<file path="src/rtl/core/vort2d_pkg.sv">
`timescale 1ns / 1ps
// ----------------------------------------------------------------------------
// Vorticity unit package
// Shared word types, register indexes and fixed field widths.
// ----------------------------------------------------------------------------
package vort2d_pkg;

  localparam int SAMPLE_BITS     = 16;
  localparam int VORT_BITS       = SAMPLE_BITS + 1;
  localparam int SUM_BITS        = SAMPLE_BITS + 2;
  localparam int CFG_WIDTH_BITS  = 11;
  localparam int CFG_HEIGHT_BITS = 16;
  localparam int CFG_DATA_BITS   = 16;
  localparam int CFG_INDEX_BITS  = 1;
  localparam int ROW_BITS        = CFG_HEIGHT_BITS + 1;

  localparam logic [CFG_WIDTH_BITS-1:0]  RESET_GRID_WIDTH  = 11'd64;
  localparam logic [CFG_HEIGHT_BITS-1:0] RESET_GRID_HEIGHT = 16'd64;

  typedef enum logic [CFG_INDEX_BITS-1:0] {
    CFG_GRID_WIDTH  = 1'b0,
    CFG_GRID_HEIGHT = 1'b1
  } cfg_index_e;

  typedef logic signed [SAMPLE_BITS-1:0] sample_t;
  typedef logic signed [SUM_BITS-1:0]    sum_t;

  typedef struct packed {
    logic signed [SAMPLE_BITS-1:0] vel_x;
    logic signed [SAMPLE_BITS-1:0] vel_y;
  } vel_point_t;

  typedef struct packed {
    logic signed [VORT_BITS-1:0] vorticity;
    logic                        last_in_frame;
  } vort_result_t;

  // Per-word decisions made by the raster scanner at the accepting edge.
  typedef struct packed {
    logic emit;
    logic last;
    logic right_ok;
  } scan_flags_t;

endpackage

</file>
<file path="src/rtl/core/vort2d_out_fifo.sv">
`timescale 1ns / 1ps
// ----------------------------------------------------------------------------
// Output queue
// Four-entry result queue that decouples the datapath from the receiver.
// ----------------------------------------------------------------------------
module vort2d_out_fifo import vort2d_pkg::*; #(
  localparam int Depth   = 4,
  localparam int PtrBits = $clog2(Depth),
  localparam int CntBits = $clog2(Depth + 2)
) (
  input  logic         clk_i,
  input  logic         rst_ni,
  input  logic         push_i,
  input  vort_result_t push_data_i,
  input  logic         pending_i,
  output logic         full_o,
  output logic         valid_o,
  output vort_result_t data_o,
  input  logic         stall_i
);

  vort_result_t        entries_q [Depth];
  logic [PtrBits-1:0]  wr_ptr_q;
  logic [PtrBits-1:0]  rd_ptr_q;
  logic [CntBits-1:0]  count_q;
  logic                pop;

  assign valid_o = (count_q != '0);
  assign data_o  = entries_q[rd_ptr_q];
  assign pop     = valid_o && !stall_i;

  // Room is kept for the word in flight and for one more accepted now.
  assign full_o = (count_q + CntBits'(pending_i)) >= CntBits'(Depth);

  always_ff @(posedge clk_i) begin
    if (push_i) begin
      entries_q[wr_ptr_q] <= push_data_i;
    end
  end

  always_ff @(posedge clk_i or negedge rst_ni) begin
    if (!rst_ni) begin
      wr_ptr_q <= '0;
      rd_ptr_q <= '0;
      count_q  <= '0;
    end else begin
      if (push_i) begin
        wr_ptr_q <= wr_ptr_q + PtrBits'(1);
      end
      if (pop) begin
        rd_ptr_q <= rd_ptr_q + PtrBits'(1);
      end
      count_q <= count_q + CntBits'(push_i) - CntBits'(pop);
    end
  end

endmodule

</file>
<file path="config.mk">
export PLATFORM = sky130hd
export DESIGN_NAME = vort2d_out_fifo
export DESIGN_NICKNAME = d
export VERILOG_FILES = /design/src/rtl/core/vort2d_pkg.sv /design/src/rtl/core/vort2d_out_fifo.sv
export SDC_FILE = /design/constraint.sdc
export NUM_CORES = 1
export LEC_CHECK = 0
export ABC_AREA = 0
export BUFFER_PORTS_ARGS = -buffer_cell sky130_fd_sc_hd__buf_4
export CORE_MARGIN = 2
export CORE_UTILIZATION = 63
export CTS_BUF_LIST = sky130_fd_sc_hd__clkbuf_2
export CTS_CLUSTER_SIZE = 8
export DETAILED_ROUTE_END_ITERATION = 8
export GPL_ROUTABILITY_DRIVEN = 0
export PLACE_DENSITY = 0.94
export SYNTH_ARGS = -nofsm -noshare
export SYNTH_HDL_FRONTEND = slang
export SYNTH_SLANG_ARGS = --single-unit
</file>
<file path="constraint.sdc">
create_clock -name clk_i -period 3.01 [get_ports clk_i]
set_input_delay 0.1505 -clock clk_i [delete_from_list [all_inputs] [get_ports clk_i]]
set_output_delay 0.1505 -clock clk_i [all_outputs]
set_load 0.02 [all_outputs]
</file>
Yosys cells after proc, flatten, opt, wreduce, memory -nomap -nowiden
Memories as Yosys holds them, arrays and structs flattened.
Index checks and enable logic that the tools add are counted.
{ "op_classes": {"magnitude_cmp": 1, "n_mux": 2, "n_addsub": 5, "n_reduce_logical": 3} }
{ "ops": {"columns": ["operator", "count"], "rows": [
  ["$add 3x1->3", 2],
  ["$add 2x1->2 const B", 2],
  ["$ge 3x3->1 const B", 1],
  ["$reduce_bool 3->1", 1],
  ["$sub 3x1->3", 1],
  ["$mux 1", 2],
  ["$logic_and 1x1->1", 1],
  ["$logic_not 1->1", 1]
]} }
{ "word_totals": {"in_bits": 23, "out_inout_bits": 20, "ram_bits": 72, "n_memories": 1, "reg_bits": 7, "elab_cells": 15} }
{ "memory_table": {"columns": ["name", "words", "word_bits", "read_ports", "rd_ports_with_merged_regs", "write_ports", "line_no", "rtl"], "rows": [
  ["entries_q", 4, 18, 1, 0, 1, "vort2d_out_fifo.sv:22", "vort_result_t entries_q [Depth];"]
]} }

Logic depth before layout (Yosys ltp)
Gate-level depths: netlist of the first run.
{ "depth": {"word_depth": 3, "mapped_depth": 8, "depth_no_buf": 8} }

Worst setup path after synthesis of the first run
OpenSTA, ideal clock, no wires.
{ "synth_timing": {"kind": "register to register", "startpoint": "register count_q[1]", "endpoint": "register count_q[2]", "t_arrival_ns": 1.904, "path_slack_ns": 0.983, "period_less_slack_ns": 2.027, "required_ns": 2.887, "setup_time_ns": 0.123, "n_path_buf": 0, "path_stages_with_launch": 9, "cell_sequence": "dfrtp_1 > nor3_1 > nor2_1 > ha_1 > inv_1 > ha_1 > fa_1 > xnor2_1 > xnor2_1"} }
{ "synth_via": {"elab_chain_cells": 3, "word_cells_on_any_way": 4, "cone_classes": "add/sub (2); reduce/logical (2)"} }
{ "synth_rtl": {"columns": ["item", "line_no", "rtl"], "rows": [
  ["start: declaration", "vort2d_out_fifo.sv:25", "logic [CntBits-1:0] count_q;"],
  ["start signal: assignment", "vort2d_out_fifo.sv:53", "count_q <= count_q + CntBits'(push_i) - CntBits'(pop);"],
  ["$reduce_bool 3->1", "vort2d_out_fifo.sv:28", "assign valid_o = (count_q != '0);"],
  ["$logic_and 1x1->1", "vort2d_out_fifo.sv:30", "assign pop = valid_o && !stall_i;"],
  ["named net pop", "vort2d_out_fifo.sv:26", "logic pop;"],
  ["$sub 3x1->3", "vort2d_out_fifo.sv:53", null]
]} }
The timed path passes the listed nets, and every way through them passes these cells.
A chain may end at the register's enable or synchronous reset.

Final worst setup path of the first run
Same ends and word-level chain as after synthesis.

==> results of run 1 <==
==> Yosys cell counts, drive strengths merged <==
| library cell | count |
|---|---|
| ha | 6 |
| dfrtp | 7 |
| mux4 | 18 |
| fa | 1 |
| buf | 4 |
| nor3 | 1 |
| and2 | 4 |
| inv | 7 |
| xnor2 | 3 |
| nor3b | 1 |
| xor2 | 3 |
| o21ai | 1 |
| nand2 | 1 |
| edfxtp | 72 |
| nand3 | 1 |
| nor2 | 1 |
==> timing repair <==
| item | 4_1_cts | 5_1_grt |
|---|---|---|
| hold buffers | 22 | 0 |
| gates resized for setup | 0 | 0 |
| hold endpoints to repair | 84 | 0 |
==> flip-flops by register name, indices dropped and copies added (netlist names) <==
name / flops
wr_ptr_q: 2
rd_ptr_q: 2
entries_q: 72
count_q: 3
==> how the worst max path moves through the flow <==
stage                    startpoint                    to  slack [ps]  cells after the start
6_report       count_q[1]$_DFF_PN0_  count_q[2]$_DFF_PN0_         680                      8
4_1_cts        count_q[1]$_DFF_PN0_  count_q[2]$_DFF_PN0_         700                      8
3_3_place_gp   count_q[1]$_DFF_PN0_  count_q[2]$_DFF_PN0_         950                      8
3_5_place_dp   count_q[1]$_DFF_PN0_  count_q[2]$_DFF_PN0_         740                      8
5_1_grt        count_q[1]$_DFF_PN0_  count_q[2]$_DFF_PN0_         520                      8
2_1_floorplan  count_q[1]$_DFF_PN0_  count_q[2]$_DFF_PN0_         980                      8
==> critical path: cells and delay by family, from the launching register on <==
family / cells / cell delay, ps
flops: 1 / 450
simple gates: 2 / 550
buf+inv: 1 / 40
xor+xnor: 2 / 350
fa+ha+maj: 3 / 890
==> where the power goes <==
group,switching (mW),total (mW),internal (mW)
combinational,0.653,1.26,0.603
sequential,0.138,1.59,1.45
clock,0.344,0.613,0.270
==> per-layer routing <==
| metal | part of all wire, % | track usage, % | up-vias | wire length (um) |
|---|---|---|---|---|
| met1 | 36 | 23.9 | 747 | 1940 |
| met2 | 57 | 40.8 | 70 | 3070 |
| met3 | 4.4 | 4.70 | 17 | 235 |
| met4 | 2.6 | 11.7 | 0 | 141 |
| met5 | 0 | 0 | - | 0 |
| li1 | - | - | 669 | - |
==> cell families after synthesis <==
kind of cell | Yosys count | share of synthesized area, %
compound gates | 1 | 0.166
xor+xnor | 6 | 1.75
fa+ha+maj | 7 | 3.16
buf+inv | 11 | 2.04
flops | 79 | 77.6
mux | 18 | 13.5
simple gates | 9 | 1.83
==> cell type report <==
type | instances | area share, %
clock buffer | 9 | 1.21
clock inverter | 7 | 2.35
inverter | 7 | 0.706
multi-input combinational | 41 | 16.5
sequential | 79 | 62.8
tap | 54 | 1.82
timing repair buffer | 65 | 14.6
==> metrics by stage <==
step | worst slack, ps | instance area, sq um | cells | util, % | total power, mW
5_1_grt | 515 | 3720 | 262 | 79.8 | 3.62
6_report | 675 | 3720 | 262 | 79.8 | 3.46
4_1_cts | 701 | 3720 | 262 | 79.8 | 3.48
3_3_place_gp | 954 | 3370 | 224 | 72.2 | 2.77
2_1_floorplan | 983 | 3010 | 131 | - | 2.41
3_5_place_dp | 742 | 3370 | 224 | 72.2 | 2.85
==> metrics, run 1 <==
status=complete, no violations; DIE HEIGHT=73.1 um; Max Cap Viol=0; Post-Syn Nets=approximately 160; layout cells sized above 1=37.0%; area of the multi-input gates=roughly 610 sq um; Reg-to-Reg End=count_q[2]$_DFF_PN0_; Synth Instances=about 130; number of clock buffers inserted by TritonCTS=9; initial antenna violation count=0; setup violators final=0; Reg2Reg Launch Point=count_q[1]$_DFF_PN0_; Die ar.=0.00535 sq mm; Storage cell area=around 0.0023 sq mm; Post-Syn Area=roughly 0.003 sq mm; Hold EP=entries_q[1][14]$_DFFE_PP_; worst vdd ir=0.564 mV; initial DRC count=between 100 and 150; Avg WL per Cell=~21 um; Area Overhead vs Synth=23.5%; H-Tree Depth=3; RSZ-0062 raised after global routing=no; Clock Sinks=roughly 80; Synth Area per Inst=between 20 and 25 sq um; CP Max Fanout=3; HPWL Detailed=roughly 3300 um; global-route wire length before repair=between 8000 and 9000 um; # nets final=roughly 230; critical path type=reg2reg; drt first pass iters=4; grt total ovfl=0; min-delay src=push_data_i[14]; Hold Path Cell Cnt=2; vias per inst=approximately 5.7; Slew HR=a little under two fifths; Post-CTS Setup Bufs=0; CTS Buffer Depth=2; Vias=roughly 1500; Hold Slack=385 ps; synth unique cells=18; Top-Level Pins=between 40 and 50; crit path DAT=around 2800 ps; vias in the first global route=approximately 1700; Routed Wire Length=~5400 um; drt drc=0; setup TNS=0 ps; CP endpoint kind=flip-flop; crit path cell chain=nor3_1, nor2_1, ha_1, inv_1, ha_1, fa_1, xnor2_1, xnor2_1; Fin. Hold Viols=0; startpoint types=flip-flop; final period utilization=77.6%; count of pins over their slew limit=0; r2r setup slk=a little under 700 ps; Worst Clk Skew=around 16 ps; Yosys warning total=0; core area=approximately 0.0047 sq mm; HP Class=in2reg; synthesis-stage register bit count=79; GR Util All Layers=22.3%; Fill cells=239; Max stage delay cell, worst path=dfrtp_1; Synth area leader=edfxtp_1; top cells by area, synth=edfxtp_1 72%, mux4_2 13%, dfrtp_1 5.8%, ha_1 2.5%, inv_1 0.87%; IO Port Bufs=42; clock latency on the worst-skew pair=roughly 500 ps; Root Buffer=clkbuf_2; largest net degree at the start of global routing=20; Final min period=approximately 2300 ps; n_diodes=0; leak pwr=roughly 1.4 nW; post-route ant nets=0; FF-to-FF path depth=8; most frequent cells in the layout=72 x edfxtp_1, 43 x buf_4, 22 x dlygate4sd3_1, 18 x mux4_2, 9 x clkbuf_2; standard-cell rows=25; Max Clock Freq=0.428 GHz; Clock Pin Slew Worst Setup and Hold Paths=approximately 200 ps; Critical Path RT=around 3500 ps; CTS tree=built; most common cell after layout, fill and taps aside=edfxtp_1; CP peak stage delay=between 400 and 500 ps; share of the synthesized area in the top cell type=71.8%; Least-Margin Pin Slew=943 ps; power density cells=930 mW/mm^2; Starting Density=between 60 and 70%; post-synthesis sequential area ratio=approximately 78%; DIE WIDTH=around 73 um
Power figures use the tool's default switching activity.
==> inputs of run 2 (changes only) <==
--- a/config.mk
+++ b/config.mk
@@ -8,12 +8,12 @@
 export ABC_AREA = 0
 export BUFFER_PORTS_ARGS = -buffer_cell sky130_fd_sc_hd__buf_4
 export CORE_MARGIN = 2
-export CORE_UTILIZATION = 63
+export CORE_UTILIZATION = 59
 export CTS_BUF_LIST = sky130_fd_sc_hd__clkbuf_2
 export CTS_CLUSTER_SIZE = 8
 export DETAILED_ROUTE_END_ITERATION = 8
 export GPL_ROUTABILITY_DRIVEN = 0
-export PLACE_DENSITY = 0.94
+export PLACE_DENSITY = 0.89
 export SYNTH_ARGS = -nofsm -noshare
 export SYNTH_HDL_FRONTEND = slang
 export SYNTH_SLANG_ARGS = --single-unit
==> constraint.sdc (replaced) <==
create_clock -name clk_i -period 2.2 [get_ports clk_i]
set_input_delay 0.11 -clock clk_i [delete_from_list [all_inputs] [get_ports clk_i]]
set_output_delay 0.11 -clock clk_i [all_outputs]
set_load 0.02 [all_outputs]
==> run 2 against run 1 <==
Global-route usage down 0.27 points. Clock-buffer cell count is 1 higher. Sequential cell count is the same. First-iteration DRC count rose by 23%. Utilization decreased by 2.9 points. Die area is 6.4% higher. Design area rose by 3.6%. Critical endpoint is now data_o[8]. Largest power group unchanged. Highest routed layer unchanged.
==> metrics, run 2 (same netlist as run 1, synthesis figures left out) <==
Final min period=~2100 ps; count of pins over their slew limit=0; clock latency on the worst-skew pair=500 ps; HPWL Detailed=between 3000 and 4000 um; placed inst area=between 0.003 and 0.004 sq mm; FF-to-FF path depth=8; min-delay src=push_data_i[0]; HP Class=in2reg; RSZ-0062 raised after global routing=no; Slew HR=between 70 and 80%; CP endpoint kind=primary output; crit path DAT=~2000 ps; Least-Margin Pin Slew=~440 ps; startpoint types=flip-flop; number of clock buffers inserted by TritonCTS=9; DIE HEIGHT=around 75 um; Clock Pin Slew Worst Setup and Hold Paths=220 ps; final period utilization=approximately 94%; Critical Path RT=around 2100 ps; Fin. Hold Viols=0; Regs by FF count=entries_q: 72 flops, count_q: 3 flops; Max Clock Freq=about 0.48 GHz; Max stage delay cell, worst path=mux4_2; Avg WL per Cell=between 15 and 20 um; critical path type=reg2out; final instance area=0.00385 sq mm; Root Buffer=clkbuf_2; setup violators final=0; Clock Sinks=79; Hold EP=entries_q[0][0]$_DFFE_PP_; dpl cells=between 200 and 250; vias per inst=between 5 and 6; power density cells=1310 mW/mm^2; CTS tree=built; CP peak stage delay=roughly 550 ps; Die ar.=approximately 0.0057 sq mm; Starting Density=60.1%; crit path cell chain=buf_8, mux4_2, buf_4; most frequent cells in the layout=72 x edfxtp_1, 49 x buf_4, 22 x dlygate4sd3_1, 18 x mux4_2, 10 x clkbuf_2; Reg-to-Reg End=count_q[2]$_DFF_PN0_; post-route ant nets=0; Buf/Inv on CP=2; initial antenna violation count=0; global-route wire length before repair=roughly 8400 um; drt drc=0; largest net degree at the start of global routing=19; register with the most flip-flops=entries_q; standard-cell rows=26; vias in the first global route=approximately 1700; # nets final=between 200 and 250; Max Cap Viol=0; setup TNS=0 ps; IO Port Bufs=42; r2r setup slk=160 ps; CP Max Fanout=18; grt total ovfl=0; Routed Wire Length=around 5700 um; Finished Layout Cells=~290; H-Tree Depth=3; drt first pass iters=4; core area=0.00501 sq mm; layout cells sized above 1=approximately two fifths; GR Util All Layers=about 22%; CP top delay family=multiplexers; Hold Path Cell Cnt=2; status=complete, no violations; max reg flops=72; Vias=1512; CTS Buffer Depth=2; Setup WS post-layout=roughly 120 ps; most common cell after layout, fill and taps aside=edfxtp_1; pre-CTS setup slack=around 140 ps; leak pwr=about 1.4 nW; Top-Level Pins=43; DIE WIDTH=75.4 um; Worst Clk Skew=roughly 28 ps; initial DRC count=157; worst vdd ir=around 1 mV; Reg2Reg Launch Point=count_q[1]$_DFF_PN0_; n_diodes=0; Area Overhead vs Synth=28.0%
-- run 2: area by class of cell --
type                    instances  area, sq um
fillers                       285         1150
clock inverters                 6          133
inverters                       7         26.3
well taps                      70         87.6
clock buffers                  10         50.0
flip-flops and latches         79         2340
repair buffers                 72          603
multi-input cells              41          618
-- run 2: worst max-delay path by stage --
stage	from	endpoint	slack [ps]	cells past startpoint
4_1_cts	rd_ptr_q[0]$_DFFE_PN0P_	data_o[7]	50	3
6_report	rd_ptr_q[0]$_DFFE_PN0P_	data_o[8]	120	3
2_1_floorplan	count_q[1]$_DFF_PN0_	count_q[2]$_DFF_PN0_	170	8
5_1_grt	count_q[1]$_DFF_PN0_	count_q[2]$_DFF_PN0_	6	8
3_5_place_dp	count_q[1]$_DFF_PN0_	count_q[2]$_DFF_PN0_	140	8
3_3_place_gp	count_q[1]$_DFF_PN0_	count_q[2]$_DFF_PN0_	270	8
-- run 2: repair_timing --
| action | CTS | global route |
|---|---|---|
| setup buffers | 0 | 1 |
| gates cloned | 0 | 0 |
| setup endpoints to repair | 18 | 4 |
| hold buffers | 22 | 0 |
| resized for setup | 1 | 2 |
| endpoints found under the hold margin | 84 | 0 |
-- run 2: stage by stage --
step	utilization [%]	total power [mW]	hold WS [ps]
after global routing	76.9	5.28	296
after detailed placement	68.5	3.95	-69.6
after CTS	76.6	5.07	293
after floorplan	-	3.29	-186
after global placement	68.5	3.83	-78.5
final	76.9	5.07	332
-- run 2: worst register-to-register path, cell delays in order, from the launching register on --
cell and delay [ps]:
dfrtp_1 450, nor3_2 220, nor2_1 90, ha_1 290
inv_1 40, ha_1 180, fa_1 380, xnor2_1 170
xnor2_1 130
-- run 2: layer usage --
metal  share of wire (%)  global-route usage [%]  vias up  routed length [um]
met5                   0                       0        -                   0
met4                 2.4                    10.3        0                 138
met3                 4.4                    6.08       13                 247
met2                  57                    38.2       50                3210
met1                  37                    25.7      770                2080
li1                    -                       -      679                   -
-- run 2: power by group --
group | leakage [nW] | switching, mW | internal (mW)
combinational | 0.579 | 0.975 | 0.891
clock | 0.104 | 0.479 | 0.607
sequential | 0.743 | 0.134 | 1.98
==> inputs of run 3 (changes only) <==
--- a/config.mk
+++ b/config.mk
@@ -9,7 +9,7 @@
 export BUFFER_PORTS_ARGS = -buffer_cell sky130_fd_sc_hd__buf_4
 export CORE_MARGIN = 2
 export CORE_UTILIZATION = 59
-export CTS_BUF_LIST = sky130_fd_sc_hd__clkbuf_2
+export CTS_BUF_LIST = sky130_fd_sc_hd__clkbuf_4
 export CTS_CLUSTER_SIZE = 8
 export DETAILED_ROUTE_END_ITERATION = 8
 export GPL_ROUTABILITY_DRIVEN = 0
==> run 3 against run 2 <==
Highest routed layer unchanged. Sequential power barely moved. Combinational power barely moved. Register-to-register slack barely moved. Sequential share of layout area did not move. Clock skew fell by 9.1 ps. Design area did not move. Hold slack got worse by 300 ps. Via count did not move. Global-route usage rose by 0.31 points. Final cell count fell by 0.70%. Clock-buffer cell count did not move. Utilization did not move.
==> metrics, run 3 (same netlist as run 1, synthesis figures left out) <==
status=complete, no violations; largest net degree at the start of global routing=19; core area=between 0.005 and 0.006 sq mm; Top-Level Pins=43; max reg flops=72; Regs by FF count=entries_q: 72 flops, count_q: 3 flops; Critical Path RT=2090 ps; GR Util All Layers=22.4%; r2r setup slk=between 150 and 200 ps; initial antenna violation count=0; critical path type=reg2out; Die ar.=about 0.0057 sq mm; Max Clock Freq=around 0.48 GHz; final period utilization=94.1%; number of clock buffers inserted by TritonCTS=9; IO Port Bufs=42; CP Max Fanout=18; Root Buffer=clkbuf_4; register with the most flip-flops=entries_q; Vias=about 1500; H-Tree Depth=3; Clock Power Share=roughly 23%; DIE HEIGHT=75.4 um; Clock Pin Slew Worst Setup and Hold Paths=roughly 120 ps; Hold Slack=30.7 ps; initial DRC count=about 120; vias per inst=between 5 and 6; HPWL Detailed=around 3500 um; Least-Margin Pin Slew=around 420 ps; standard-cell rows=26; CTS tree=built; Seq pwr share=around two fifths; Routed Wire Length=approximately 5600 um; layout cells sized above 1=39.4%; setup TNS=0 ps; worst vdd ir=about 0.86 mV; pre-CTS setup slack=approximately 140 ps; startpoint types=flip-flop; most frequent cells in the layout=72 x edfxtp_1, 49 x buf_4, 21 x dlygate4sd3_1, 18 x mux4_2, 10 x clkbuf_4; Starting Density=60.1%; Slew HR=around 72%; crit path launch=rd_ptr_q[0]$_DFFE_PN0P_; crit path DAT=a little under 2000 ps; HP Class=in2async; clock latency on the worst-skew pair=410 ps; leak pwr=1.42 nW; Reg-to-Reg End=count_q[2]$_DFF_PN0_; Fin. Hold Viols=0; Final min period=2070 ps; # nets final=238; drt drc=0; Worst Clk Skew=between 15 and 20 ps; power density cells=1330 mW/mm^2; vias in the first global route=between 1500 and 2000; Clock Sinks=approximately 80; setup violators final=0; most common cell after layout, fill and taps aside=edfxtp_1; internal power=3.55 mW; Sw Ratio=a little under a third; Comb pwr share=between 30% and 40%; global-route wire length before repair=8490 um; Setup WS post-layout=130 ps; Reg2Reg Launch Point=count_q[1]$_DFF_PN0_; CTS Buffer Depth=2; Avg WL per Cell=19.9 um; FF-to-FF path depth=8; grt total ovfl=0; post-route ant nets=0; Critical Path Sink=data_o[12]; drt first pass iters=5; RSZ-0062 raised after global routing=no; n_diodes=0; DIE WIDTH=approximately 75 um; Post-CTS Setup Bufs=0; Final Power=roughly 5.1 mW; Max Cap Viol=0; count of pins over their slew limit=0; net switching power=around 1.6 mW; Area Overhead vs Synth=28.0%; CP endpoint kind=primary output
==> run 3: worst min path at each step <==
stage,startpoint,end,slack (ps)
final,rst_ni,rd_ptr_q[1]$_DFFE_PN0P_,30
after floorplan,rst_ni,count_q[0]$_DFF_PN0_,-190
after global placement,rst_ni,count_q[0]$_DFF_PN0_,-80
after global routing,rst_ni,count_q[1]$_DFF_PN0_,10
after detailed placement,rst_ni,count_q[1]$_DFF_PN0_,-70
after CTS,rst_ni,count_q[1]$_DFF_PN0_,10
==> run 3: metal layers <==
metal  global-route usage, %  share of wire (%)  up-vias
met4                    13.6                2.6        0
li1                        -                  -      679
met3                    4.37                3.4       13
met5                       0                  0        -
met2                    37.8                 56       48
met1                    26.7                 38      772
==> run 3: critical path: stages, from the launching register on <==
cell and delay [ps]:
dfrtp_1 420, buf_4 360, mux4_2 580, buf_4 180
==> run 3: area by class of cell <==
class	instances	area (sq um)
Clock buffer	10	75.1
Clock inverter	6	133
Fill cell	292	1150
Inverter	7	26.3
Multi-Input combinational cell	41	618
Sequential cell	79	2340
Tap cell	70	87.6
Timing Repair Buffer	70	578
==> run 3: per-stage QoR <==
step                      area (sq um)  utilization, %  instances
final                             3850            76.9        283
after global routing              3850            76.9        283
after CTS                         3850            76.8        283
after detailed placement          3430            68.5        246
after global placement            3430            68.5        246
after floorplan                   3010               -        131
==> run 3: power groups by stage <==
stage          sequential, mW  combinational [mW]  clock, mW
3_5_place_dp             2.14                1.81          0
2_1_floorplan            2.09                1.20          0
5_1_grt                  2.14                1.97       1.23
4_1_cts                  2.11                1.86       1.19
3_3_place_gp             2.10                1.73          0
6_report                 2.12                1.84       1.17
==> run 3: what timing repair did <==
action | in CTS | in global routing
setup endpoints to repair | 0 | 1
endpoints found under the hold margin | 84 | 0
hold buffers | 21 | 0
gates resized for setup | 0 | 1
