==> src/rtl/core/vort2d_pkg.sv <==
`timescale 1ns / 1ps
// ----------------------------------------------------------------------------
// Vorticity unit package
// Shared word types, register indexes and fixed field widths.
// ----------------------------------------------------------------------------
package vort2d_pkg;

  localparam int SAMPLE_BITS     = 16;
  localparam int VORT_BITS       = SAMPLE_BITS + 1;
  localparam int SUM_BITS        = SAMPLE_BITS + 2;
  localparam int CFG_WIDTH_BITS  = 11;
  localparam int CFG_HEIGHT_BITS = 16;
  localparam int CFG_DATA_BITS   = 16;
  localparam int CFG_INDEX_BITS  = 1;
  localparam int ROW_BITS        = CFG_HEIGHT_BITS + 1;

  localparam logic [CFG_WIDTH_BITS-1:0]  RESET_GRID_WIDTH  = 11'd64;
  localparam logic [CFG_HEIGHT_BITS-1:0] RESET_GRID_HEIGHT = 16'd64;

  typedef enum logic [CFG_INDEX_BITS-1:0] {
    CFG_GRID_WIDTH  = 1'b0,
    CFG_GRID_HEIGHT = 1'b1
  } cfg_index_e;

  typedef logic signed [SAMPLE_BITS-1:0] sample_t;
  typedef logic signed [SUM_BITS-1:0]    sum_t;

  typedef struct packed {
    logic signed [SAMPLE_BITS-1:0] vel_x;
    logic signed [SAMPLE_BITS-1:0] vel_y;
  } vel_point_t;

  typedef struct packed {
    logic signed [VORT_BITS-1:0] vorticity;
    logic                        last_in_frame;
  } vort_result_t;

  // Per-word decisions made by the raster scanner at the accepting edge.
  typedef struct packed {
    logic emit;
    logic last;
    logic right_ok;
  } scan_flags_t;

endpackage

==> src/rtl/core/vort2d_scan_ctrl.sv <==
`timescale 1ns / 1ps
// ----------------------------------------------------------------------------
// Raster scanner
// Holds the grid size registers and the column and row counters, and decides
// for each word whether it completes an interior cell.
// ----------------------------------------------------------------------------
module vort2d_scan_ctrl import vort2d_pkg::*; #(
  parameter int MAX_WIDTH = 1024,
  localparam int BufDepth = MAX_WIDTH + 2,
  localparam int AddrBits = $clog2(BufDepth),
  localparam int ColBits  = $clog2(BufDepth + 1)
) (
  input  logic                      clk_i,
  input  logic                      rst_ni,
  input  logic                      cfg_valid_i,
  input  logic [CFG_INDEX_BITS-1:0] cfg_index_i,
  input  logic [CFG_DATA_BITS-1:0]  cfg_data_i,
  input  logic                      advance_i,
  output logic [AddrBits-1:0]       col_o,
  output logic [AddrBits-1:0]       right_col_o,
  output scan_flags_t               flags_o
);

  logic [CFG_WIDTH_BITS-1:0]  grid_width_q;
  logic [CFG_HEIGHT_BITS-1:0] grid_height_q;
  logic [ColBits-1:0]         col_q, col_d;
  logic [ROW_BITS-1:0]        row_q, row_d;
  logic [ColBits-1:0]         width_eff;
  logic [ColBits-1:0]         width_p1;
  logic [ROW_BITS-1:0]        height_p1;
  logic [ColBits:0]           col_next;

  always_ff @(posedge clk_i or negedge rst_ni) begin
    if (!rst_ni) begin
      grid_width_q  <= RESET_GRID_WIDTH;
      grid_height_q <= RESET_GRID_HEIGHT;
    end else if (cfg_valid_i) begin
      case (cfg_index_e'(cfg_index_i))
        CFG_GRID_WIDTH:  grid_width_q  <= cfg_data_i[CFG_WIDTH_BITS-1:0];
        CFG_GRID_HEIGHT: grid_height_q <= cfg_data_i[CFG_HEIGHT_BITS-1:0];
        default: ;
      endcase
    end
  end

  // Out-of-range sizes are pulled back into the supported range.
  always_comb begin
    if (grid_width_q == '0) begin
      width_eff = ColBits'(1);
    end else if (32'(grid_width_q) > MAX_WIDTH) begin
      width_eff = ColBits'(MAX_WIDTH);
    end else begin
      width_eff = ColBits'(grid_width_q);
    end
    if (grid_height_q == '0) begin
      height_p1 = ROW_BITS'(2);
    end else begin
      height_p1 = ROW_BITS'(grid_height_q) + ROW_BITS'(1);
    end
  end

  assign width_p1 = width_eff + ColBits'(1);
  assign col_next = {1'b0, col_q} + (ColBits + 1)'(1);

  always_comb begin
    flags_o.emit     = (row_q >= ROW_BITS'(2)) && (row_q <= height_p1) &&
                       (col_q != '0) && (col_q <= width_eff);
    flags_o.last     = (row_q == height_p1) && (col_q == width_eff);
    flags_o.right_ok = (col_next < (ColBits + 1)'(BufDepth));
  end

  assign col_o       = col_q[AddrBits-1:0];
  assign right_col_o = flags_o.right_ok ? col_next[AddrBits-1:0] : '0;

  always_comb begin
    col_d = col_q;
    row_d = row_q;
    if (col_q >= width_p1) begin
      col_d = '0;
      row_d = (row_q >= height_p1) ? '0 : row_q + ROW_BITS'(1);
    end else begin
      col_d = col_next[ColBits-1:0];
      if (row_q > height_p1) begin
        row_d = '0;
      end
    end
  end

  always_ff @(posedge clk_i or negedge rst_ni) begin
    if (!rst_ni) begin
      col_q <= '0;
      row_q <= '0;
    end else if (advance_i) begin
      col_q <= col_d;
      row_q <= row_d;
    end
  end

endmodule

==> config.mk <==
export PLATFORM = sky130hd
export DESIGN_NAME = vort2d_scan_ctrl
export DESIGN_NICKNAME = d
export VERILOG_FILES = /design/src/rtl/core/vort2d_pkg.sv /design/src/rtl/core/vort2d_scan_ctrl.sv
export SDC_FILE = /design/constraint.sdc
export NUM_CORES = 1
export LEC_CHECK = 0
export BUFFER_PORTS_ARGS = -buffer_cell sky130_fd_sc_hd__buf_2
export CAP_MARGIN = 20
export CORE_AREA = 2 2 89 91
export DETAILED_ROUTE_END_ITERATION = 16
export DIE_AREA = 0 0 91 93
export PLACE_DENSITY = 0.8
export RECOVER_POWER = 50
export SYNTH_ARGS = -nofsm -noshare
export SYNTH_HDL_FRONTEND = slang
export SYNTH_SLANG_ARGS = --single-unit
export TNS_END_PERCENT = 1
==> constraint.sdc <==
create_clock -name clk_i -period 7.8 [get_ports clk_i]
set_input_delay 0.39 -clock clk_i [delete_from_list [all_inputs] [get_ports clk_i]]
set_output_delay 0.39 -clock clk_i [all_outputs]
set_load 0.01 [all_outputs]
# --- Word-level counts from Yosys, hierarchy flattened ---
# Index checks and enable logic that the tools add are counted.
# Widths: inputs -> output; s select.
word_totals:
  register_bits: 55
  latch_bits: 0
  ramBits: 0
  rom_bits: 0
  in_bits: 21
  output_inout_bits: 25
  wordCells: 38
  mem_count: 0
classes:
  add_sub_neg: 4
  mul: 0
  n_div: 0
  order_cmp: 8
  n_eq_ne: 2
  shifts: 0
  mux: 8
  bitwise: 1
  n_reduce_logical: 11
ops:
  columns: ["op", "count"]
  rows:
  - ["$mux 17", 4]
  - ["$mux 11", 4]
  - ["$add 16x1->17 const B", 1]
  - ["$add 17x1->17 const B", 1]
  - ["$eq 17x17->1", 1]
  - ["$ge 17x17->1", 1]
  - ["$ge 17x2->1 const B", 1]
  - ["$gt 17x17->1", 1]
  - ["$le 17x17->1", 1]
  - ["$logic_not 16->1", 1]
  - ["$add 11x1->12 const B", 1]
  - ["$lt 12x11->1 const B", 1]
  - ["$add 11x1->11 const B", 1]
  - ["$eq 11x11->1", 1]
  - ["$ge 11x11->1", 1]
  - ["$gt 11x11->1 const B", 1]
  - ["$le 11x11->1", 1]
  - ["$logic_not 11->1", 1]
  - ["$reduce_bool 11->1", 1]
  - ["$reduce_and 2->1", 3]
  - ["$logic_and 1x1->1", 4]
  - ["$reduce_bool 2->1", 1]
  - ["$not 1->1", 1]

# --- Depth between registers and ports, before layout ---
# Gate-level depths: netlist of run 1.
depth:
  word_depth: 7
  ltp_mapped: 18
  depth_no_buf: 16

# --- Least setup slack after synthesis of run 1 ---
# No wires, ideal clock.
synth_path:
  kind: "flip-flop to flip-flop"
  startpoint: "register grid_width_q[4]"
  endpoint: "register row_q[6]"
  setup_ns: 0.067
  arrival_time_ns: 3.287
  required_time_ns: 7.733
  path_slack_ns: 4.446
  path_stages_with_launch: 17
  path_buffers: 1
  cell_sequence: "dfrtp_1 -> nor4_1 -> nand3_1 -> a21oi_1 -> ha_1 -> and3_1 -> nand3_1 -> xnor2_1 -> nand2_1 -> ha_1 -> and4_1 -> a31oi_2 -> nand2_1 -> o311ai_4 -> buf_6 -> a21o_1 -> a22o_1"
synth_between:
  elab_chain_len: 7
synth_lines:
  columns: ["item", "line", "text"]
  rows:
  - ["start, declared", "vort2d_scan_ctrl.sv:24", "logic [CFG_WIDTH_BITS-1:0] grid_width_q;"]
  - ["start signal, assigned", "vort2d_scan_ctrl.sv:39", "CFG_GRID_WIDTH: grid_width_q <= cfg_data_i[CFG_WIDTH_BITS-1:0];"]
  - ["$gt 11x11->1", "vort2d_scan_ctrl.sv:50", "end else if (32'(grid_width_q) > MAX_WIDTH) begin"]
  - ["$mux 11", "vort2d_scan_ctrl.sv:50", null]
  - ["$mux 11 (*)", "vort2d_scan_ctrl.sv:48", "if (grid_width_q == '0) begin"]
  - ["$add 11x1->11 (*)", "vort2d_scan_ctrl.sv:62", "assign width_p1 = width_eff + ColBits'(1);"]
  - ["$ge 11x11->1 (*)", "vort2d_scan_ctrl.sv:78", "if (col_q >= width_p1) begin"]
  - ["$reduce_bool 2->1 (no source line)", null, null]
  - ["$reduce_and 2->1 (no source line)", null, null]
  - ["end signal, assigned", "vort2d_scan_ctrl.sv:95", "row_q <= row_d;"]
  - ["end, declared", "vort2d_scan_ctrl.sv:27", "logic [ROW_BITS-1:0] row_q, row_d;"]
# Every way passes the cells marked *; elsewhere a longest branch is shown, timed or not.
# A chain may end at the register's enable or synchronous reset.

# --- Worst setup path in the final report of run 1 ---
layout_path:
  startpoint: "register grid_width_q[4]"
  endpoint: "register row_q[1]"
# The elaborated chain is that of the path after synthesis.

==> results of run 1 <==
==> Yosys cell counts, types with 5 or more instances <==
master     n  area share (%)
nor3_1     5            0.57
xor2_1    18             3.6
ha_1      46              13
nand3_1   32             3.6
inv_1     13             1.1
o31ai_1    7             1.2
clkbuf_1   8            0.68
nand2b_1   5            0.71
nor4_1    12             1.7
nand2_1   54             4.6
mux2_2    25             6.4
nand4_1   15             2.1
o21ai_0   28             3.2
dfrtp_1   53              30
o21a_1     5            0.85
nor2_1    37             3.1
buf_2      6            0.68
xnor2_1   11             2.2
a22o_1     8             1.6
a221o_1    6             1.4
and3_1    13             1.8
a21oi_1   23             2.6
==> worst max-delay path, cell delays in order, from the launching register on <==
cell and delay [ps]:
dfrtp_1 450, nor4_1 290, nand3_1 130, a21oi_1 260
ha_1 230, and3_1 240, nand3_1 110, xnor2_1 150
nand2_1 80, ha_1 310, and4_1 200, a31oi_2 150
and2_1 320, nor4_2 750, nand2_1 210, o21ai_0 230
==> metal layers <==
layer	wire length (microns)	part of all wire, %
met2	5120	49
met5	0	0
met1	4630	45
met4	165	1.6
met3	447	4.3
==> per-stage QoR <==
| step | util [%] | power, uW | cell area (sq um) |
|---|---|---|---|
| 4_1_cts | 63.6 | 967 | 4790 |
| 2_1_floorplan | - | 663 | 4410 |
| 3_5_place_dp | 62.2 | 774 | 4680 |
| 3_3_place_gp | 62.2 | 754 | 4680 |
| 6_report | 63.6 | 966 | 4790 |
| 5_1_grt | 63.6 | 1040 | 4790 |
==> power groups by stage <==
stage / registers [uW] / logic (uW) / clock network, uW
after floorplan: 382 / 281 / 0
after global placement: 406 / 348 / 0
after CTS: 404 / 366 / 196
final: 406 / 366 / 194
after global routing: 416 / 416 / 204
after detailed placement: 410 / 364 / 0
==> flip-flops by register name (all words and copies together) (netlist names) <==
signal and flops:
row_q 17, grid_width_q 11, col_o 11, grid_height_q 16
==> final cells by class <==
type | instances | area, sq um | area share [%]
sequential | 55 | 1380 | 28.8
multi-input combinational | 406 | 2890 | 60.3
inverter | 14 | 52.6 | 1.10
tap | 102 | 128 | 2.67
clock inverter | 2 | 37.5 | 0.784
clock buffer | 6 | 72.6 | 1.52
timing repair buffer | 46 | 229 | 4.78
==> kinds of logic after synthesis <==
kind of cell	synth area share, %
AOI/OAI and AO/OA	15.9
xor gates and xnor gates	5.75
adders and majority gates	13.0
buffers and inverters	3.34
and+or+nand+nor	24.1
muxes	6.60
DFF	31.2
==> worst paths after layout <==
kind,end,depth (start not counted)
setup reg to reg,row_q[1]$_DFFE_PN0P_,15
setup / recovery,row_q[1]$_DFFE_PN0P_,15
min in group asynchronous,row_q[14]$_DFFE_PN0P_,2
hold / removal,grid_width_q[0]$_DFFE_PN0P_,3
max in group asynchronous,grid_height_q[7]$_DFFE_PN0P_,2
hold reg to reg,row_q[0]$_DFFE_PN0P_,1
==> summary.md, run 1 <==
| Metric | Value |
|---|---|
| Total setup buffers inserted after CTS | 0 |
| Type of element capturing the critical path | flop |
| Met3 track demand over resource | 3.38% |
| Post-route setup TNS | 0 ps |
| TritonCTS Buffers | 5 |
| RSZ-0062 raised after global routing | false |
| Layout area overhead | 8.42% |
| I/O pins | 46 |
| DR vias/cell | 6.10 |
| Antenna violations before repair | 0 |
| Internal power summed over all cells | 584 uW |
| Number of placement rows | 32 |
| Final Hold Slack | slightly below 300 ps |
| Sequential share of power | 42.0% |
| Transition time at the pin with the least slew margin | a little under 3000 ps |
| Worst reg-to-reg setup slack | 3610 ps |
| Synth Register Bits | 55 |
| CTS tree | built |
| Via total after detailed routing | 3846 |
| Hold Path Class | input pin to flop |
| Effective utilization at floorplan | 58.6% |
| Critical Path Start | grid_width_q[4]$_DFFE_PN0P_ |
| Post-layout minimum cycle time | 4190 ps |
| Final-report hold violation count | 0 |
| Clock network fraction of design power | 20.0% |
| Ratio of cells with drive above 1 in the final layout | 18.5% |
| DIE AREA | 8460 sq um |
| DIE WIDTH | 91 microns |
| Wire length of the first global-routing pass | approximately 17000 microns |
| Drt first-iter violations | 257 |
| Placeable Area | 7530 sq um |
| Post-synth design cell area | 4410 sq um |
| Clk_skew | 12.0 ps |
| Remaining DRCs | 0 |
| Outcome | complete, but fails checks |
| Hold buffers post-CTS | 0 |
| Routability Congestion | 0.920 |
| H-tree lvl count | 2 |
| Met1 track demand over resource in global routing | between 30% and 40% |
| TritonRoute pass-1 iters | 5 |
| Final wirelength | 10400 microns |
| Number of enable-type register cells in the synthesized netlist | 0 |
| Setup Viol. Count Final | 0 |
| Sequential area share after synthesis | 31.2% |
| Cell Count, Final, Fillers Out | 631 |
| Most frequent cells in the layout | nand2_1, dfrtp_1, ha_1, buf_2, nor2_1 |
| Number of clock sinks | 55 |
| Master cell of the clock root buffer | clkbuf_8 |
| Worst setup path class | flop to flop |
| Final worst setup slack | 3610 ps |
| CP Data Arrival Time | 4420 ps |
| Failing checks | capacitance limit, slew limit |
| Start of the worst register-to-register path | grid_width_q[4]$_DFFE_PN0P_ |
| Total global routing track utilization | 25.2% |
| Insertion delay of the later-clocked pin in the worst-skew pair | 320 ps |
| Synthesized area per cell | around 9.0 sq um |
| Max Cap Viol | 1 |
| Via count of the first global-routing pass | about 3600 |
| Number of fillers in the final layout | roughly 680 |
| Achievable clock frequency | ~240 MHz |
| Number of diodes | 0 |
| Count of distinct cell types in the synthesized netlist | 59 |
| Cell count after synthesis | 493 |
| Post-detailed-placement half-perimeter wirelength | 7910 microns |
| Placed cell count | 623 |
| Final nets | 595 |
| Average detailed-routed wire length per instance | 16.4 microns |
| Switching power total | 382 uW |
| Worst Setup Slack post-DPL | between 3000 and 4000 ps |
| Overall overflow remaining after global route | 0 |
| Synth async-reset ratio | 100% |
| Worst slew margin relative to its limit | -96.7% |
| Relative contribution of combinational cells to total power | 37.9% |
| Most frequent standard cell in the layout excluding fill and tap cells | nand2_1 |
| Yosys warning count | 0 |
| Number of buffers between clock root and the deepest sink | 2 |
| Clock-pin slew reported for the worst setup and hold paths after clock tree synthesis | 100 ps |
| Pin count of the biggest net entering global routing | 56 |
| Switching Fraction | approximately two fifths |
| CP required | 8030 ps |
| Count of final max-slew check failures | 56 |
| Met2 Resource Use GR | a little over two fifths |
| Dominant synthesized flop cell | dfrtp_1 |
| Synth Net Count | 560 |
| Count of buffers from port buffering | 45 |
| Maximum VDD drop | around 0.09 mV |
| Final clock period utilization by the worst path | 53.8% |
| Number of resized instances in the post-cts repair step | 0 |
| CP startpoint kind | flop |
| Min-Delay Startpoint | cfg_data_i[0] |
| Crit-path max FO | 12 |
| Die Span Y | 93 microns |
| Power density normalized to cell area | about 200 nW/um^2 |
| Most used routing layer in global routing | met2 |
| Post-detailed-route count of antenna-violating nets | 0 |
| Leakage power summed over all cells | 0.00216 uW |
(Power assumes the default switching activity.)
==> run 2: changes to the inputs <==
- ABC_AREA: unset -> 1
- CORE_AREA: 2 2 89 91 -> 2 2 92 94
- DIE_AREA: 0 0 91 93 -> 0 0 94 96
- clock period: 7.8 -> 4 ns (I/O delays scaled with it)
==> summary.md, run 2 <==
| Metric | Value |
|---|---|
| RSZ-0062 raised after global routing | false (unchanged) |
| Top cell types by occurrence after synthesis | nand2_1, inv_1, nor2_1 (was nand2_1, dfrtp_1, ha_1) |
| Cell Count, Final, Fillers Out | 820 (was 631) |
| Via total after detailed routing | 4514 (was 3846) |
| Post-synth design cell area | 4730 sq um (was 4410 sq um) |
| Synth Net Count | 741 (was 560) |
| Leakage power summed over all cells | 0.00269 uW (was 0.00216 uW) |
| Worst setup path class | flop to output pin (was flop to flop) |
| Outcome | complete, but fails checks (unchanged) |
| I/O pins | 46 (unchanged) |
| CTS tree | built (unchanged) |
| Hold buffers post-CTS | 0 (unchanged) |
| Dominant synthesized flop cell | dfrtp_1 (unchanged) |
| Synth top area cells | dfrtp_1, nand2_1, ha_1 (was dfrtp_1, ha_1, mux2_2) |
| Hold Path Class | input pin to flop (unchanged) |
| Relative contribution of combinational cells to total power | 48.4% (was 37.9%) |
| Post-detailed-placement half-perimeter wirelength | 8710 microns (was 7910 microns) |
| Insertion delay of the later-clocked pin in the worst-skew pair | 320 ps (about the same) |
| Number of diodes | 0 (unchanged) |
| Cell with the largest stage delay on the worst path | dfrtp_1 (was nor4_2) |
| Count of buffers from port buffering | 45 (unchanged) |
| Setup Viol. Count Final | 0 (unchanged) |
| Clock-pin slew reported for the worst setup and hold paths after clock tree synthesis | 100 ps (about the same) |
| Achievable clock frequency | roughly 280 MHz |
| Final nets | 781 (was 595) |
| Proportion of netlist area held by the largest area contributor | 28.0% (was 30.0%) |
| Post-synthesis cell type with the largest combined area | dfrtp_1 (unchanged) |
| Remaining DRCs | 0 (unchanged) |
| Main combinational cell family by area after synthesis | simple AND/OR/NAND/NOR gates (unchanged) |
| Share of synthesized cell area in and, or, nand and nor gates | 36.0% (was 24.1%) |
| Post-route setup TNS | 0 ps (unchanged) |
| Endpoint of the worst register-to-register path | row_q[14]$_DFFE_PN0P_ (was row_q[1]$_DFFE_PN0P_) |
| Average detailed-routed wire length per instance | 13.8 microns (was 16.4 microns) |
| Internal power summed over all cells | 1200 uW (was 584 uW) |
| Synthesized-area fraction occupied by ao, oa, aoi and oai cells | 8.26% (was 15.9%) |
| Ratio of cells with drive above 1 in the final layout | 15.0% (was 18.5%) |
| Most frequent standard cell in the layout excluding fill and tap cells | nand2_1 (unchanged) |
| Transition time at the pin with the least slew margin | 2980 ps (was 2950 ps) |
| Number of buffers between clock root and the deepest sink | 2 (unchanged) |
| Placed cell count | 811 (was 623) |
| DIE AREA | 9020 sq um (was 8460 sq um) |
| Mux share of post-synthesis cell area | 0.714% (was 6.60%) |
| Master cell of the clock root buffer | clkbuf_8 (unchanged) |
| Biggest register | row_q (unchanged) |
| Overall overflow remaining after global route | 0 (unchanged) |
| Worst stage delay on the critical path | 420 ps (was 750 ps) |
| Reg2Reg Depth | 20 (was 15) |
| CP startpoint kind | flop (unchanged) |
| Sequential share of power | 36.6% (was 42.0%) |
| H-tree lvl count | 2 (unchanged) |
| Number of placement rows | 33 (was 32) |
| Type of element capturing the critical path | output pin (was flop) |
| Sequential area share after synthesis | 29.2% (was 31.2%) |
| Post-layout minimum cycle time | 3630 ps |
| Number of enable-type register cells in the synthesized netlist | 0 (unchanged) |
| Drt first-iter violations | 334 (was 257) |
| Final-report hold violation count | 0 (unchanged) |
| Most used standard cell by instance count after synthesis | nand2_1 (unchanged) |
| Switching Fraction | 46.9% (was 39.5%) |
| Worst reg-to-reg setup slack | 420 ps (was 3610 ps) |
| Min-Delay Startpoint | cfg_data_i[13] (was cfg_data_i[0]) |
| CP Data Arrival Time | 3430 ps (was 4420 ps) |
| Worst-path cell chain | ha_1 -> nand2_1 -> nor2_1 -> nand3_1 -> nor2_1 -> nand3_1 -> nor2_1 -> nand3_1 -> nor2_1 -> o21ai_1 -> ha_1 -> nand2_1 -> nor2_2 -> and2_1 -> nand4_1 -> nand2_2 -> nand3_1 -> a21oi_1 -> buf_2 (was nor4_1 -> nand3_1 -> a21oi_1 -> ha_1 -> and3_1 -> nand3_1 -> xnor2_1 -> nand2_1 -> ha_1 -> and4_1 -> a31oi_2 -> and2_1 -> nor4_2 -> nand2_1 -> o21ai_0) |
| Count of distinct cell types in the synthesized netlist | 41 (was 59) |
| Power density normalized to cell area | 439 nW/um^2 (was 202 nW/um^2) |
| Post-detailed-route count of antenna-violating nets | 0 (unchanged) |
| Max Cap Viol | 1 (unchanged) |
| Number of stages on the worst hold path | 2 (was 3) |
| Start of the worst register-to-register path | grid_height_q[1]$_DFFE_PN0P_ (was grid_width_q[4]$_DFFE_PN0P_) |
| Count of final max-slew check failures | 56 (unchanged) |
| DR vias/cell | 5.50 (was 6.10) |
| Xor and xnor area share after synthesis | 5.19% (was 5.75%) |
| Hold Path End | grid_height_q[13]$_DFFE_PN0P_ (was grid_width_q[0]$_DFFE_PN0P_) |
| Most frequent cells in the layout | nand2_1, inv_1, nor2_1, dfrtp_1, ha_1 (was nand2_1, dfrtp_1, ha_1, buf_2, nor2_1) |
| Effective utilization at floorplan | 58.7% (was 58.6%) |
| CP required | 3800 ps (was 8030 ps) |
| Die Span Y | 96 microns (was 93 microns) |
| Clk_skew | 17.5 ps (was 12.0 ps) |
| Synthesized area per cell | 7.02 sq um (was 8.95 sq um) |
| Number of clock sinks | 55 (unchanged) |
| Antenna violations before repair | 0 (unchanged) |
| Adder-cell area share of the yosys netlist | 12.2% (was 13.0%) |
| Top flop regs | row_q x17, grid_height_q x16 (unchanged) |
| Final clock period utilization by the worst path | 90.7% |
| TritonCTS Buffers | 5 (unchanged) |
| TritonRoute pass-1 iters | 5 (unchanged) |
| Maximum VDD drop | 0.203 mV (was 0.0927 mV) |
| Final wirelength | 11300 microns (was 10400 microns) |
| Failing checks | capacitance limit, slew limit (unchanged) |
| Wire length of the first global-routing pass | 19100 microns (was 17300 microns) |
| Synth async-reset ratio | 100% (unchanged) |
| Total chip power | 2250 uW (was 966 uW) |
| Number of flip-flops in the largest register | 17 (unchanged) |
| DIE WIDTH | 94 microns (was 91 microns) |
| Via count of the first global-routing pass | 4149 (was 3615) |
| Switching power total | 1060 uW (was 382 uW) |
| Total global routing track utilization | 26.2% (was 25.2%) |
| Pin count of the biggest net entering global routing | 56 (unchanged) |
| Synth Register Bits | 55 (unchanged) |
| Placeable Area | 8050 sq um (was 7530 sq um) |
| Crit-path max FO | 4 (was 12) |
| Worst slew margin relative to its limit | -99.0% (was -96.7%) |
| Routability Congestion | 0.903 (was 0.920) |
| Yosys warning count | 0 (unchanged) |
| Layout area overhead | 8.63% (was 8.42%) |
| Final core utilization | 63.8% (was 63.6%) |
| Clock network fraction of design power | 15.0% (was 20.0%) |
| Cell count after synthesis | 674 (was 493) |
run 2: changes by cell type after synthesis, sizes merged, moves of 6 or more:
cell,delta
nor2,+42
xnor2,-6
mux2,-22
and3,-13
o22ai,+9
nand3,+11
inv,+73
nand2,+143
a22o,-8
nor4,-7
o31ai,-7
a221o,-6
nor3,+10
run 2: area by class of cell:
type / instances / area (sq um)
clock buffer: 6 / 82.6
fill: 731 / 2920
sequential: 55 / 1380
tap: 105 / 131
multi-input combinational: 516 / 2960
inverter: 89 / 334
timing repair buffer: 47 / 236
clock inverter: 2 / 16.3
run 2: cells by family (layout without fill, tap and decap cells):
group | Yosys count | count (layout)
buffers and inverters | 103 | 144
adder cells (fa/ha/maj) | 46 | 46
AO/OA/AOI/OAI | 67 | 67
flip-flops | 55 | 55
AND/OR/NAND/NOR | 372 | 372
XOR/XNOR | 28 | 28
multiplexers | 3 | 3
run 2: layer usage:
| metal | GRT usage (%) | wire length, microns | part of all wire [%] |
|---|---|---|---|
| met3 | 2.74 | 476 | 4.2 |
| met4 | 6.64 | 159 | 1.4 |
| met5 | 0 | 0 | 0 |
| met1 | 34.9 | 5050 | 45 |
| met2 | 45.7 | 5620 | 50 |
run 2: worst max-delay path: cells and delay by family (launching register included):
| family | cells | cell delay (ps) |
|---|---|---|
| simple gates | 14 | 1820 |
| fa+ha+maj | 2 | 490 |
| flops | 1 | 420 |
| compound gates | 2 | 230 |
| buf+inv | 1 | 150 |
run 2: worst max-delay path by stage:
stage	from	endpoint	slack, ps	cells after the start
final	grid_height_q[1]$_DFFE_PN0P_	flags_o[2]	370	19
after global routing	grid_height_q[1]$_DFFE_PN0P_	row_q[14]$_DFFE_PN0P_	8	20
after CTS	grid_height_q[1]$_DFFE_PN0P_	flags_o[2]	230	19
after detailed placement	grid_width_q[2]$_DFFE_PN0P_	row_q[15]$_DFFE_PN0P_	390	19
after global placement	grid_height_q[1]$_DFFE_PN0P_	row_q[14]$_DFFE_PN0P_	580	19
after floorplan	grid_width_q[2]$_DFFE_PN0P_	row_q[10]$_DFFE_PN0P_	1000	20
run 2: power by group through the flow:
stage / sequential [uW] / clock [uW] / combinational [uW]
after floorplan: 784 / 0 / 810
after global placement: 826 / 0 / 1040
after detailed placement: 832 / 0 / 1080
after CTS: 822 / 346 / 1080
after global routing: 841 / 363 / 1250
final: 825 / 337 / 1090
run 2: metrics by stage:
step	hold WS (ps)	setup slack, ps	instance area [sq um]
2_1_floorplan	-95.6	1000	4730
3_3_place_gp	377	576	5020
3_5_place_dp	380	392	5020
4_1_cts	34.4	234	5120
5_1_grt	118	7.74	5140
6_report	114	373	5140
run 2: what timing repair did:
action                     in CTS  in global routing
buffers inserted                0                  1
gates resized for setup         0                  3
setup endpoints to repair       0                 14
==> run 3: changes to the inputs <==
--- a/config.mk
+++ b/config.mk
@@ -9,8 +9,7 @@
 export BUFFER_PORTS_ARGS = -buffer_cell sky130_fd_sc_hd__buf_2
 export CAP_MARGIN = 20
-export CORE_AREA = 2 2 92 94
+export CORE_AREA = 2 2 121 123
 export DETAILED_ROUTE_END_ITERATION = 16
-export DIE_AREA = 0 0 94 96
-export PLACE_DENSITY = 0.8
+export DIE_AREA = 0 0 123 125
 export RECOVER_POWER = 50
 export SYNTH_ARGS = -nofsm -noshare
==> constraint.sdc (replaced) <==
create_clock -name clk_i -period 4 [get_ports clk_i]
set_input_delay 0.8 -clock clk_i [delete_from_list [all_inputs] [get_ports clk_i]]
set_output_delay 0.8 -clock clk_i [all_outputs]
set_load 0.01 [all_outputs]
==> summary.md, run 3 (synthesis results as in run 2) <==
| Metric | Value |
|---|---|
| Sequential share of power | 34.3% (was 36.6%) |
| Failing checks | capacitance limit, slew limit (unchanged) |
| Placeable Area | 14200 sq um (was 8050 sq um) |
| Final-report hold violation count | 0 (unchanged) |
| DIE AREA | 15400 sq um (was 9020 sq um) |
| Top flop regs | row_q x17, grid_height_q x16 (unchanged) |
| Final Hold Slack | 514 ps (was 114 ps) |
| Worst slew margin relative to its limit | -15.4% (was -99.0%) |
| Number of diodes | 0 (unchanged) |
| Number of clock sinks | 55 (unchanged) |
| Biggest register | row_q (unchanged) |
| Crit-path most repeated cell | nand3_2 |
| TritonCTS Buffers | 5 (unchanged) |
| Via total after detailed routing | 4359 (was 4514) |
| Post-layout minimum cycle time | 3920 ps (was 3630 ps) |
| Post-route setup TNS | 0 ps (unchanged) |
| Layout area overhead | 14.6% (was 8.63%) |
| Clock network fraction of design power | 18.3% (was 15.0%) |
| Effective utilization at floorplan | 33.3% (was 58.7%) |
| Clk_skew | 5.36 ps (was 17.5 ps) |
| Drt first-iter violations | 221 (was 334) |
| Maximum VDD drop | 0.197 mV (was 0.203 mV) |
| Register area | 1380 sq um (unchanged) |
| Number of buffers between clock root and the deepest sink | 2 (unchanged) |
| Internal power summed over all cells | 1300 uW (was 1200 uW) |
| Die Span Y | 125 microns (was 96 microns) |
| Number of placement rows | 44 (was 33) |
| DR vias/cell | 4.80 (was 5.50) |
| Transition time at the pin with the least slew margin | 1730 ps (was 2980 ps) |
| Final core utilization | 38.1% (was 63.8%) |
| Number of flip-flops in the largest register | 17 (unchanged) |
| Most frequent standard cell in the layout excluding fill and tap cells | nand2_1 (unchanged) |
| Ratio of cells with drive above 1 in the final layout | 17.7% (was 15.0%) |
| RSZ-0062 raised after global routing | true (was false) |
| Cell with the largest stage delay on the worst path | dfrtp_1 (unchanged) |
| Remaining DRCs | 0 (unchanged) |
| CP Data Arrival Time | 3120 ps (was 3430 ps) |
| Count of final max-slew check failures | 32 (was 56) |
| Placed cell count | 894 (was 811) |
| Number of fillers in the final layout | 1562 (was 731) |
| Hold Path Class | flop to flop (was input pin to flop) |
| TritonRoute pass-1 iters | 4 (was 5) |
| Insertion delay of the later-clocked pin in the worst-skew pair | 290 ps (was 320 ps) |
| Post-detailed-placement half-perimeter wirelength | 8970 microns (was 8710 microns) |
| Overall overflow remaining after global route | 0 (unchanged) |
| Cell Count, Final, Fillers Out | 909 (was 820) |
| Combined buffer and inverter count along the critical path | 2 (was 1) |
| Master cell of the clock root buffer | clkbuf_16 (was clkbuf_8) |
| Combined area of the multi-input logic cells | 3020 sq um (was 2960 sq um) |
| Most frequent cells in the layout | nand2_1, inv_1, nor2_1, dfrtp_1, ha_1 (unchanged) |
| CP required | 3200 ps (was 3800 ps) |
| Routability Congestion | 0.823 (was 0.903) |
| Switching power total | 1090 uW (was 1060 uW) |
| Max Cap Viol | 1 (unchanged) |
| Pin count of the biggest net entering global routing | 32 (was 56) |
| Relative contribution of combinational cells to total power | 47.4% (was 48.4%) |
| Final wirelength | 11400 microns (was 11300 microns) |
| Total chip power | 2390 uW (was 2250 uW) |
| Post-detailed-route count of antenna-violating nets | 0 (unchanged) |
| Crit-path max FO | 3 (was 4) |
| I/O pins | 46 (unchanged) |
| Achievable clock frequency | 255 MHz (was 276 MHz) |
| Wire length of the first global-routing pass | 19000 microns (was 19100 microns) |
| Worst setup path class | flop to output pin (unchanged) |
| Worst stage delay on the critical path | 380 ps (was 420 ps) |
| Total global routing track utilization | 15.1% (was 26.2%) |
| Leakage power summed over all cells | 0.00277 uW (was 0.00269 uW) |
| Antenna violations before repair | 0 (unchanged) |
| Power density normalized to cell area | 442 nW/um^2 (was 439 nW/um^2) |
| Gate family responsible for the most delay along the worst path | simple AND/OR/NAND/NOR gates (unchanged) |
| Clock-pin slew reported for the worst setup and hold paths after clock tree synthesis | 70 ps (was 100 ps) |
| Average detailed-routed wire length per instance | 12.5 microns (was 13.8 microns) |
| Switching Fraction | 45.5% (was 46.9%) |
| Via count of the first global-routing pass | 3932 (was 4149) |
| DIE WIDTH | 123 microns (was 94 microns) |
| Type of element capturing the critical path | output pin (unchanged) |
| H-tree lvl count | 2 (unchanged) |
| Worst-path cell chain | ha_2 -> nand2_1 -> nor2_2 -> nand3_2 -> nor2_4 -> nand3_4 -> nor2_4 -> nand3_2 -> inv_1 -> nand4_1 -> ha_1 -> nand2_1 -> nor2_2 -> and2_4 -> nand4_1 -> nand2_2 -> nand3_2 -> a21oi_2 -> buf_2 (was ha_1 -> nand2_1 -> nor2_1 -> nand3_1 -> nor2_1 -> nand3_1 -> nor2_1 -> nand3_1 -> nor2_1 -> o21ai_1 -> ha_1 -> nand2_1 -> nor2_2 -> and2_1 -> nand4_1 -> nand2_2 -> nand3_1 -> a21oi_1 -> buf_2) |
| Outcome | complete, but fails checks (unchanged) |
| Hold buffers post-CTS | 0 (unchanged) |
| Final nets | 791 (was 781) |
| Setup Viol. Count Final | 0 (unchanged) |
| CP startpoint kind | flop (unchanged) |
| CTS tree | built (unchanged) |
| Count of buffers from port buffering | 45 (unchanged) |
| Final clock period utilization by the worst path | 98.0% (was 90.7%) |
run 3: power groups by stage:
stage | Combinational (uW) | Clock, uW | Sequential (uW)
6_report | 1140 | 438 | 821
4_1_cts | 1140 | 447 | 820
3_3_place_gp | 1120 | 0 | 831
5_1_grt | 1310 | 469 | 844
2_1_floorplan | 810 | 0 | 784
3_5_place_dp | 1120 | 0 | 831
run 3: area by class of cell:
class	count	share of cell area (%)
clock buffer	6	2.38
clock inverter	2	0.231
inverter	89	6.17
multi-input combinational	516	55.8
sequential	55	25.5
tap	184	4.25
timing repair buffer	57	5.73
run 3: layer usage:
metal	wire length, microns	global-route usage [%]	vias to the layer above
met5	0	0	-
met4	129	3.41	0
met3	479	2.10	13
met2	5020	23.6	96
met1	5770	22.1	1963
li1	-	-	2287
run 3: what timing repair did:
action / CTS / global route
buffers inserted: 0 / 7
pin swaps: 0 / 8
setup endpoints to repair: 1 / 8
gates resized for setup: 6 / 14
run 3: tightest hold or removal path, stage by stage, from the launching register on:
cell	delay [ps]
dfstp_2	390
nand2_1	60
o21ai_0	70
run 3: final timing paths:
check,cells after the start,start,slack [ps],end
setup reg to reg,20,grid_width_q[2]$_DFFE_PN0P_,480,row_q[16]$_DFFE_PN0P_
hold reg to reg,2,grid_height_q[6]$_DFFE_PN1P_,510,grid_height_q[6]$_DFFE_PN1P_
min in group asynchronous,1,rst_ni,770,grid_height_q[12]$_DFFE_PN0P_
hold / removal,2,grid_height_q[6]$_DFFE_PN1P_,510,grid_height_q[6]$_DFFE_PN1P_
setup / recovery,19,grid_height_q[1]$_DFFE_PN0P_,80,flags_o[2]
max in group asynchronous,2,rst_ni,1020,row_q[13]$_DFFE_PN0P_
run 3: per-stage QoR:
| step | setup WS (ps) | cell area [sq um] |
|---|---|---|
| global route | -145 | 5420 |
| global placement | 290 | 5150 |
| finish | 81.3 | 5420 |
| CTS | 8.56 | 5310 |
| floorplan | 663 | 4730 |
| detailed placement | 172 | 5150 |
